$ cat src/sv/cle_pkg.sv
`default_nettype none

package cle_pkg;

  // Field widths of the command and result transfers
  localparam int CMD_W    = 3;
  localparam int CHAR_W   = 8;
  localparam int IDX_W    = 10;
  localparam int OUT_CNT_W = 11;
  localparam int STAT_W   = 2;

  // Command codes
  localparam logic [CMD_W-1:0] CMD_INSERT = 3'd0;
  localparam logic [CMD_W-1:0] CMD_LEFT   = 3'd1;
  localparam logic [CMD_W-1:0] CMD_RIGHT  = 3'd2;
  localparam logic [CMD_W-1:0] CMD_DELETE = 3'd3;
  localparam logic [CMD_W-1:0] CMD_READ   = 3'd4;

  // Status codes
  localparam logic [STAT_W-1:0] STAT_DONE  = 2'd0;
  localparam logic [STAT_W-1:0] STAT_BOUND = 2'd1;
  localparam logic [STAT_W-1:0] STAT_FULL  = 2'd2;
  localparam logic [STAT_W-1:0] STAT_RANGE = 2'd3;

  typedef struct packed {
    logic [CMD_W-1:0]  command;
    logic [CHAR_W-1:0] char_in;
    logic [IDX_W-1:0]  read_index;
  } cle_in_t;

  typedef struct packed {
    logic [CHAR_W-1:0]    char_out;
    logic [OUT_CNT_W-1:0] text_length;
    logic [OUT_CNT_W-1:0] cursor_pos;
    logic [STAT_W-1:0]    status;
  } cle_out_t;

  // Operation broadcast to every cell of the chain
  typedef enum logic [2:0] {
    CELL_HOLD,
    CELL_INS,
    CELL_MVL,
    CELL_MVR,
    CELL_DEL
  } cle_cell_op_t;

  typedef struct packed {
    cle_cell_op_t      op;
    logic [CHAR_W-1:0] ch;
    logic [IDX_W-1:0]  rd_idx;
  } cle_cell_ctrl_t;

endpackage

`default_nettype wire

$ cat src/sv/cle_cell.sv
`default_nettype none

// One text position. flag_r marks a position left of the cursor; the
// flags form a thermometer code along the chain. Edits move bytes and
// flags one cell per cycle; the read path passes the selected byte
// toward cell 0, one cell per cycle.
module cle_cell #(
  parameter int INDEX = 0
) (
  input  wire logic                           clk,
  input  wire logic                           rst_n,
  input  wire cle_pkg::cle_cell_ctrl_t        ctrl,
  input  wire logic [cle_pkg::CHAR_W-1:0]     data_lo,
  input  wire logic                           flag_lo,
  input  wire logic [cle_pkg::CHAR_W-1:0]     data_hi,
  input  wire logic                           flag_hi,
  input  wire logic [cle_pkg::CHAR_W-1:0]     res_hi,
  output      logic [cle_pkg::CHAR_W-1:0]     data_o,
  output      logic                           flag_o,
  output      logic [cle_pkg::CHAR_W-1:0]     res_o
);

  localparam bit REACH = (INDEX < (2 ** cle_pkg::IDX_W));

  logic [cle_pkg::CHAR_W-1:0] data_r, data_nxt;
  logic                       flag_r, flag_nxt;
  logic [cle_pkg::CHAR_W-1:0] res_r, res_nxt;
  logic                       hit;

  assign hit = REACH && (ctrl.rd_idx == cle_pkg::IDX_W'(INDEX));

  // Shift byte and cursor flag according to the broadcast operation
  always_comb begin
    data_nxt = data_r;
    flag_nxt = flag_r;
    case (ctrl.op)
      cle_pkg::CELL_HOLD: begin
      end
      cle_pkg::CELL_INS: begin
        flag_nxt = flag_lo;
        if (!flag_r) begin
          data_nxt = flag_lo ? ctrl.ch : data_lo;
        end
      end
      cle_pkg::CELL_MVL: begin
        flag_nxt = flag_hi;
      end
      cle_pkg::CELL_MVR: begin
        flag_nxt = flag_lo;
      end
      cle_pkg::CELL_DEL: begin
        flag_nxt = flag_hi;
        if (!flag_hi) begin
          data_nxt = data_hi;
        end
      end
      default: begin
      end
    endcase
  end

  // Inject own byte on a hit, else pass the upper neighbor's byte down
  assign res_nxt = hit ? data_r : res_hi;

  always_ff @(posedge clk) begin
    if (!rst_n) begin
      flag_r <= 1'b0;
    end else begin
      flag_r <= flag_nxt;
    end
    data_r <= data_nxt;
    res_r  <= res_nxt;
  end

  assign data_o = data_r;
  assign flag_o = flag_r;
  assign res_o  = res_r;

endmodule

`default_nettype wire

$ cat config.mk
export PLATFORM = sky130hd
export DESIGN_NAME = cle_cell
export DESIGN_NICKNAME = d
export VERILOG_FILES = /design/src/sv/cle_pkg.sv /design/src/sv/cle_cell.sv
export SDC_FILE = /design/constraint.sdc
export NUM_CORES = 1
export LEC_CHECK = 0
export BUFFER_PORTS_ARGS = -buffer_cell sky130_fd_sc_hd__buf_2
export CORE_MARGIN = 4
export CORE_UTILIZATION = 30
export CTS_CLUSTER_DIAMETER = 150
export DETAILED_ROUTE_END_ITERATION = 7
export GPL_ROUTABILITY_DRIVEN = 0
export PLACE_DENSITY = 0.69
export REMOVE_ABC_BUFFERS = 1
export SYNTH_ARGS = -nofsm -noshare
export SYNTH_HDL_FRONTEND = slang
export SYNTH_SLANG_ARGS = --single-unit
$ cat constraint.sdc
create_clock -name clk -period 2.2 [get_ports clk]
set_input_delay 0.22 -clock clk [delete_from_list [all_inputs] [get_ports clk]]
set_output_delay 0.22 -clock clk [all_outputs]
set_load 0.01 [all_outputs]
==> impl.org, run 1 <==
** Critical path
- Traced cell by cell, the critical path runs through buf_2 > or3b_2 > o21ai_0 > nor2b_1 > buf_4.
- The critical path contains buffers and inverters numbering 2 combined.
- Critical Path RT :: 2.19 ns
- Signal arrival time at the worst endpoint :: approximately 1.2 ns
- The setup path with the least slack is of type in2reg.
- Crit path max-delay family :: simple AND/OR/NAND/NOR gates
- Worst flop-to-flop path startpoint :: flag_o
- The worst setup path is launched from an input port.
- The largest individual stage delay along the critical path comes from the cell sky130_fd_sc_hd__or3b_2.
- Reg2reg setup slack :: 1.13 ns
- The worst register-to-register path ends at data_o[5].
- Type of element capturing the critical path :: register
- Worst reg-to-reg path cell count :: 3
- Delay of the slowest cell on the worst path :: 0.48 ns
- Largest driver fanout on the critical path :: 8

** Floorplanning
- Measured along the x axis, the die boundary spans 59.0 µm.
- Die area :: 3480 µm²
- The floorplan has 18 rows.
- Core region area :: 2480 µm²
- Initial core utilization :: about a third
- Pin placement for this block handled 66 I/O pins.
- The die is 59.0 µm tall.

** Route
- Post-detailed-route via-to-cell ratio :: 4.58
- The pre-antenna-repair detailed-routing pass consisted of 4 iterations.
- Sum of routed wire length over all layers :: 1.96 mm
- The detailed router placed 761 vias in this run.
- The count of nets left with antenna violations once routing finished came out at 0.
- Routed wire per std cell :: 11.8 µm
- In the routed design, unresolved DRC markers number 0.
- 1st-iter DRT viols :: 17

** Hold path
- Depth of the worst hold-timing path :: 2
- In this run the most critical hold path is launched from res_hi[1].
- The path class of the tightest hold or removal check is in2reg.
- Endpoint of the worst hold path :: res_o[1]

** CTS
- TritonCTS built the clock tree.
- Insertion delay to the later sink of the worst-skew pair :: 0.27 ns
- The root buffer cell chosen for the clock tree is sky130_fd_sc_hd__clkbuf_4.
- Number of buffers on the longest clock path :: 2
- Total clock buffers created by CTS :: 3
- CTS built an H-tree with a depth of 1.
- Clock-pin slew was measured on the worst setup and hold paths at 0.09 ns.
- Buffers added to address setup during post-CTS repair amount to 0.
- Clock tree synthesis found a total of 17 sinks.
- Cts repair resizes :: 0
- The number of hold buffers added after CTS was 0.

** Finish
- Layout cell share with drive strength beyond 1 :: 59.6%
- Counting the fill cells in the layout gives 231.
- Final std cell area, no fill :: approximately 1200 µm²
- Net total in the final layout :: 186
- Number of non-filler instances in the completed layout :: roughly 170
- The number of antenna diodes in the final layout is 0.
- Compared with the post-synthesis result, the final layout area differs by 50.5%.

** Timing
- The tightest hold path in the finished design has a slack of 0.169 ns.
- Number of hold violations in the final report :: 0
- Final clock period utilization by the worst path :: 55.6%
- Headroom to the max-slew limit came out at about four fifths.
- Derived from the worst setup path, the maximum achievable clock frequency is 0.817 GHz.
- Post-Route Skew :: approximately 0.0047 ns
- At the pin with the least slew margin, the transition time is between 0.3 and 0.4 ns.
- Minimum period implied by the final worst setup slack :: 1.22 ns
- Setup violations remaining at the end of the flow were counted as 0.
- Setup repair after global routing left no endpoint under its margin.
- Worst Slack Setup Final :: 0.977 ns
- Number of pins with negative max-slew slack in the final report :: 0
- Summed over all failing endpoints, the final setup total negative slack is 0 ns.

** Yosys
- In this run the cell area of the synthesized design comes to roughly 780 µm².
- After synthesis, the largest family of logic cells by area is multiplexers.
- Synth Area in Adders :: 0%
- Share of synthesized area spent on multiplexers :: 21.8%
- Summing the areas of all compound-gate instances in the mapped netlist gives 9.46% of the synthesized area.
- Synthesized area per cell :: 11.7 µm²
- Simple-gate share of the synthesized area :: 13.6%
- Number of register bits inferred by synthesis :: 17
- XOR/XNOR Fraction of Synth Area :: 0%
- Number of cells produced by synthesis :: 67
- For this run, the number of Yosys warnings is 0.
- Fraction of the yosys area taken by sequential cells :: 53.8%
- In this run, distinct cell masters in the synthesized netlist total 19.

** Placed design
- The HPWL after detailed placement is between 1.5 and 2 mm.
- After detailed placement, the design holds a cell count of 162.
- Port-buffer cells :: 65
- Timing analysis after detailed placement gives a worst setup slack of between 0.6 and 0.7 ns.
- Dpl cell area :: 1150 µm²

** Global routing
- Overflow after GRT :: 0
- Vias in the first global route :: 719
- Pin count of the biggest net entering global routing :: 17
- Number of antenna violations at the first check in global routing :: 0
- Global routing used approximately 11% of the available tracks across all layers.
- The first global-routing pass estimated 2.92 mm of wire.

** Power
- P_leak :: 0.558 nW
- Dividing total power by cell area gives a power density of 532 nW/µm².
- Peak supply drop :: 0.256 mV

** Flow run
- Max-cap violations in this run came to 0.

** Outcome
- Outcome :: completed
==> layer usage <==
metal	GRT usage (%)	vias to the layer above	part of all wire [%]
met5	0	-	0
met4	1.94	0	0.41
met3	3.27	2	11
met1	11.5	335	36
met2	21.0	39	53
li1	-	385	-
==> sequential cells by signal, summed over array words and instances (netlist names) <==
register	cells
flag_o	1
res_o	8
data_o	8
==> worst max path at each step <==
stage / from / to / depth (start not counted)
after detailed placement: ctrl[18] / data_o[6] / 5
after global placement: ctrl[18] / data_o[0] / 5
after CTS: ctrl[18] / data_o[3] / 5
after floorplan: ctrl[18] / data_o[0] / 3
final: ctrl[18] / data_o[5] / 5
after global routing: ctrl[18] / data_o[1] / 5
==> where the power goes <==
group	switching (mW)	internal (mW)	leakage, nW
logic	0.0507	0.0649	0.393
clock network	0.0824	0.0701	0.0150
registers	0.00631	0.351	0.150
total	0.139	0.486	0.558
==> metrics by stage <==
step	util, %	power [mW]
after floorplan	-	0.409
after global placement	46.4	0.476
after detailed placement	46.4	0.482
after CTS	47.4	0.633
after global routing	47.4	0.663
final	47.4	0.625
==> cell families after synthesis <==
kind of cell           Yosys count
and+or+nand+nor                 19
DFF                             17
muxes                           16
AOI/OAI and AO/OA               13
buffers and inverters            2
==> layout by cell type (no fill, tap or decap) <==
master,count
sky130_fd_sc_hd__buf_2,65
sky130_fd_sc_hd__edfxtp_1,8
sky130_fd_sc_hd__or3_1,1
sky130_fd_sc_hd__dfxtp_1,9
sky130_fd_sc_hd__mux2_2,8
sky130_fd_sc_hd__nor2b_1,1
sky130_fd_sc_hd__clkbuf_4,3
sky130_fd_sc_hd__clkbuf_1,1
sky130_fd_sc_hd__a211oi_1,1
sky130_fd_sc_hd__o221ai_1,1
sky130_fd_sc_hd__o21ai_0,9
sky130_fd_sc_hd__nand3_2,1
sky130_fd_sc_hd__or3b_2,1
sky130_fd_sc_hd__nand2_1,9
sky130_fd_sc_hd__nor4_1,2
sky130_fd_sc_hd__mux2i_1,8
sky130_fd_sc_hd__buf_4,2
sky130_fd_sc_hd__o31ai_1,1
sky130_fd_sc_hd__nand2b_1,2
sky130_fd_sc_hd__nor2_1,1
sky130_fd_sc_hd__a21oi_1,1
sky130_fd_sc_hd__nor3b_2,1
==> cell type report <==
| type | instances | area (µm²) | area share, % |
|---|---|---|---|
| flip-flops and latches | 17 | 420 | 35.8 |
| well taps | 30 | 37.5 | 3.19 |
| clock buffers | 4 | 26.3 | 2.24 |
| multi-input cells | 48 | 350 | 29.8 |
| repair buffers | 67 | 340 | 29.0 |
==> cell usage after synthesis <==
| library cell | instances | area (µm²) |
|---|---|---|
| sky130_fd_sc_hd__dfxtp_1 | 9 | 180 |
| sky130_fd_sc_hd__nand2_1 | 9 | 33.8 |
| sky130_fd_sc_hd__o21ai_0 | 9 | 45.0 |
| sky130_fd_sc_hd__edfxtp_1 | 8 | 240 |
| sky130_fd_sc_hd__mux2_2 | 8 | 90.1 |
| sky130_fd_sc_hd__mux2i_1 | 8 | 80.1 |
| sky130_fd_sc_hd__buf_2 | 2 | 10.0 |
| sky130_fd_sc_hd__nand2b_1 | 2 | 12.5 |
| sky130_fd_sc_hd__nor4_1 | 2 | 12.5 |
| sky130_fd_sc_hd__a211oi_1 | 1 | 7.51 |
| sky130_fd_sc_hd__a21oi_1 | 1 | 5.00 |
| sky130_fd_sc_hd__nand3_2 | 1 | 10.0 |
| sky130_fd_sc_hd__nor2_1 | 1 | 3.75 |
| sky130_fd_sc_hd__nor2b_1 | 1 | 6.26 |
| sky130_fd_sc_hd__nor3b_2 | 1 | 12.5 |
| sky130_fd_sc_hd__o221ai_1 | 1 | 8.76 |
| sky130_fd_sc_hd__o31ai_1 | 1 | 7.51 |
| sky130_fd_sc_hd__or3_1 | 1 | 6.26 |
| sky130_fd_sc_hd__or3b_2 | 1 | 8.76 |
Note: power is estimated with default switching activity, not from simulation.
==> inputs of run 2 (changes only) <==
ABC_AREA = 1   (was unset)
PLACE_DENSITY = 0.7   (was 0.69)
clock period = 1.1 ns   (was 2.2 ns; I/O delays follow)
==> run 2 against run 1 <==
- critical endpoint is now data_o[3]
- largest power group unchanged
- non-clock buffer count is 2 higher
- register-to-register slack got worse by 1.0 ns
- routed wire length is 8.8% higher
==> impl.org, run 2 <==
** Yosys
- The most used flip-flop cell after synthesis is sky130_fd_sc_hd__dfxtp_1.
- Yosys top cell area share :: 27.9%
- Summed over all instances, the cell type with the most area after synthesis is sky130_fd_sc_hd__edfxtp_1.
- In this run, distinct cell masters in the synthesized netlist total 16.
- Proportion of synthesized flip-flops having asynchronous set or reset :: 0%
- Number of cells produced by synthesis :: 96
- In the post-synthesis netlist, the biggest area contributors are sky130_fd_sc_hd__edfxtp_1 (28%), sky130_fd_sc_hd__dfxtp_1 (21%), sky130_fd_sc_hd__nand2_1 (14%).
- In this run the mean area of a mapped cell was 8.95 µm².
- Number of flops mapped to enable cells by yosys :: 8
- Area of the mapped netlist :: 860 µm²
- By instance count, the leading cell after synthesis is sky130_fd_sc_hd__nand2_1.
- Top cell types by occurrence after synthesis :: sky130_fd_sc_hd__nand2_1 (32), sky130_fd_sc_hd__nor2_1 (13), sky130_fd_sc_hd__dfxtp_1 (9)
- The Yosys step of the flow raised 0 warnings.
- In this run, synthesis produced a sequential element count of 17.
- Fraction of the yosys area taken by sequential cells :: 48.9%

** Route
- In this run the remaining antenna-violating nets after routing total 0.
- Residual DRC :: 0
- Wires add up to around 2.1 mm.
- 1st-iter DRT viols :: 17
- The first detailed-routing pass ran for 2 iterations.
- Post-detailed-route via-to-cell ratio :: 4.31
- DR vias :: 853
- After detailed routing, the average wire length per cell comes to 10.8 µm.

** Power
- Switch Pwr :: 0.332 mW
- The design draws 1.31 mW.
- P_leak :: 0.684 nW
- Part of the power in the clock network :: between 20% and 30%
- VDD sags by at most approximately 0.59 mV.
- Net switching is 25.3% of the power.
- Combinational logic burns 20.7% of the power.
- Register share of total power :: between 50% and 60%
- Power density of the placed cells :: 1030 nW/µm²
- Internal power contribution :: 0.980 mW

** Floorplanning
- Pin placement for this block handled 66 I/O pins.
- The floorplan step defined a die boundary enclosing 3790 µm².
- Initial core utilization :: a little under a third
- Vertical die dimension :: about 60 µm
- Core region area :: 2760 µm²
- Row generation in the floorplan step produced 19 rows.
- Horiz. Die Dim :: 61.5 µm

** Global routing
- Overflow after GRT :: 0
- For this run, the total global-route usage over all layers was measured as a little over a tenth.
- Global-route wire length before repair :: 2.94 mm
- The number of antenna violations at the first check in global routing is 0.
- The number of global-route vias before repair was 780.
- Pin count of the biggest net entering global routing :: 13

** Finish
- Fraction of the core area covered by cells at the end of the flow :: 46.4%
- Total inserted antenna cells :: 0
- Layout filler cell count :: roughly 270
- For this run, the number of standard cells in the final layout without fillers is about 200.
- Net total in the final layout :: 217
- Layout cell share with drive strength beyond 1 :: 52.1%
- The finished cells cover between 1000 and 1500 µm².
- Leaving out fill and tap cells, the most frequent cell in the layout is sky130_fd_sc_hd__buf_2.
- Area Overhead vs Synth :: 48.9%
- Sequential cell area :: between 400 and 500 µm²
- Most frequent cells in the layout :: sky130_fd_sc_hd__buf_2 (65), sky130_fd_sc_hd__nand2_1 (32), sky130_fd_sc_hd__nor2_1 (13)
- Multi-input gate area in the final layout :: 395 µm²

** Critical path
- Reg2reg setup slack :: 0.1 ns
- Tracing the worst setup path back leads to its startpoint at flag_o.
- Signal arrival time at the worst endpoint :: 1.01 ns
- Critical Path RT :: 1.11 ns
- Worst reg-to-reg path cell count :: 4
- Worst flop-to-flop path startpoint :: flag_o
- The worst setup path is captured at a register.
- Largest driver fanout on the critical path :: 8
- In this run the worst setup path terminates at data_o[3].
- In this run the critical register-to-register path is captured at data_o[3].
- CP startpoint kind :: register
- Path type of the worst setup path :: reg2reg

** Hold path
- Worst min-delay path category :: in2reg

** Placed design
- Port-buffer cells :: 65
- Counting tap cells, the placed design contains a total of 193 instances.
- Detailed placement ended at an HPWL of 1.86 mm.
- Dpl cell area :: 1240 µm²

** CTS
- Clock-pin transition on the worst setup and hold timing paths :: ~0.1 ns
- TritonCTS built the clock tree.
- Number of buffers on the longest clock path :: 2
- Post-CTS setup repair buffer count :: 0
- Total clock buffers created by CTS :: 3
- The root buffer cell chosen for the clock tree is sky130_fd_sc_hd__clkbuf_4.
- The clock reaches the later pin of the worst-skew pair after 0.28 ns.
- Clock H-tree levels :: 1
- The clock net in this run drives a total of 17 sinks.

** Timing
- Minimum period implied by the final worst setup slack :: 1.00 ns
- Peak Freq :: 0.996 GHz
- Final clock period utilization by the worst path :: 91.2%
- Setup violations remaining at the end of the flow were counted as 0.
- At the pin with the least slew margin, the transition time is roughly 0.28 ns.
- Number of hold violations in the final report :: 0
- Number of pins with negative max-slew slack in the final report :: 0
- On the final layout, the worst clock skew is roughly 0.00026 ns.
- Setup repair after global routing missed its margin :: false
- Final hold analysis gives a worst-case slack of ~0.018 ns.
- In this run the tightest slew margin relative to its limit is between 80% and 90%.

** Flow run
- The tool flagged a number of max-cap violations equal to 0.

** Outcome
- The run finished with clean final reports.
==> run 2: metal layers <==
metal	track usage, %	wire length (µm)	vias to the layer above
met5	0	0	-
li1	-	-	454
met2	19.4	1000	43
met4	5.45	12	0
met3	2.31	280	2
met1	10.9	838	354
==> run 2: cell type report <==
| cell class | instances | share of cell area (%) |
|---|---|---|
| multi-input combinational | 71 | 30.9 |
| tap | 31 | 3.03 |
| clock buffer | 3 | 1.76 |
| timing repair buffer | 69 | 28.9 |
| clock inverter | 1 | 0.391 |
| inverter | 6 | 2.15 |
| sequential | 17 | 32.8 |
==> run 2: logic make-up after synthesis <==
family / share of synthesized area [%]
simple gates: 26.9
mux: 9.32
flops: 48.9
buf+inv: 5.09
compound gates: 9.75
==> run 2: worst max-delay path: stages, from the launching register on <==
cell and delay [ns]:
sky130_fd_sc_hd__dfxtp_1 0.32, sky130_fd_sc_hd__inv_1 0.07, sky130_fd_sc_hd__nand3_1 0.09, sky130_fd_sc_hd__o21ai_2 0.07, sky130_fd_sc_hd__buf_4 0.17
==> run 2: worst min-delay path by stage <==
stage / end / cells past startpoint / startpoint
after floorplan: flag_o / 2 / rst_n
after global placement: flag_o / 3 / rst_n
after detailed placement: flag_o / 3 / rst_n
after CTS: res_o[5] / 3 / res_hi[5]
after global routing: res_o[4] / 3 / res_hi[4]
final: res_o[5] / 3 / res_hi[5]
==> run 2: power groups by stage <==
stage / combinational, mW / sequential, mW / clock, mW
final: 0.271 / 0.714 / 0.327
after global routing: 0.302 / 0.717 / 0.366
after CTS: 0.276 / 0.714 / 0.347
after detailed placement: 0.272 / 0.729 / 0
after global placement: 0.265 / 0.728 / 0
after floorplan: 0.101 / 0.745 / 0
==> run 2: per-stage QoR <==
step                      TNS [ns]  worst slack [ns]
after floorplan            -0.0103          -0.00129
after global placement           0            0.0463
after detailed placement   -0.0832           -0.0105
after CTS                        0            0.0835
after global routing             0            0.0272
final                            0            0.0964
==> run 2: what timing repair did <==
item / in CTS / in global routing
hold buffers: 1 / 0
resized for setup: 0 / 0
hold endpoints to repair: 1 / 0
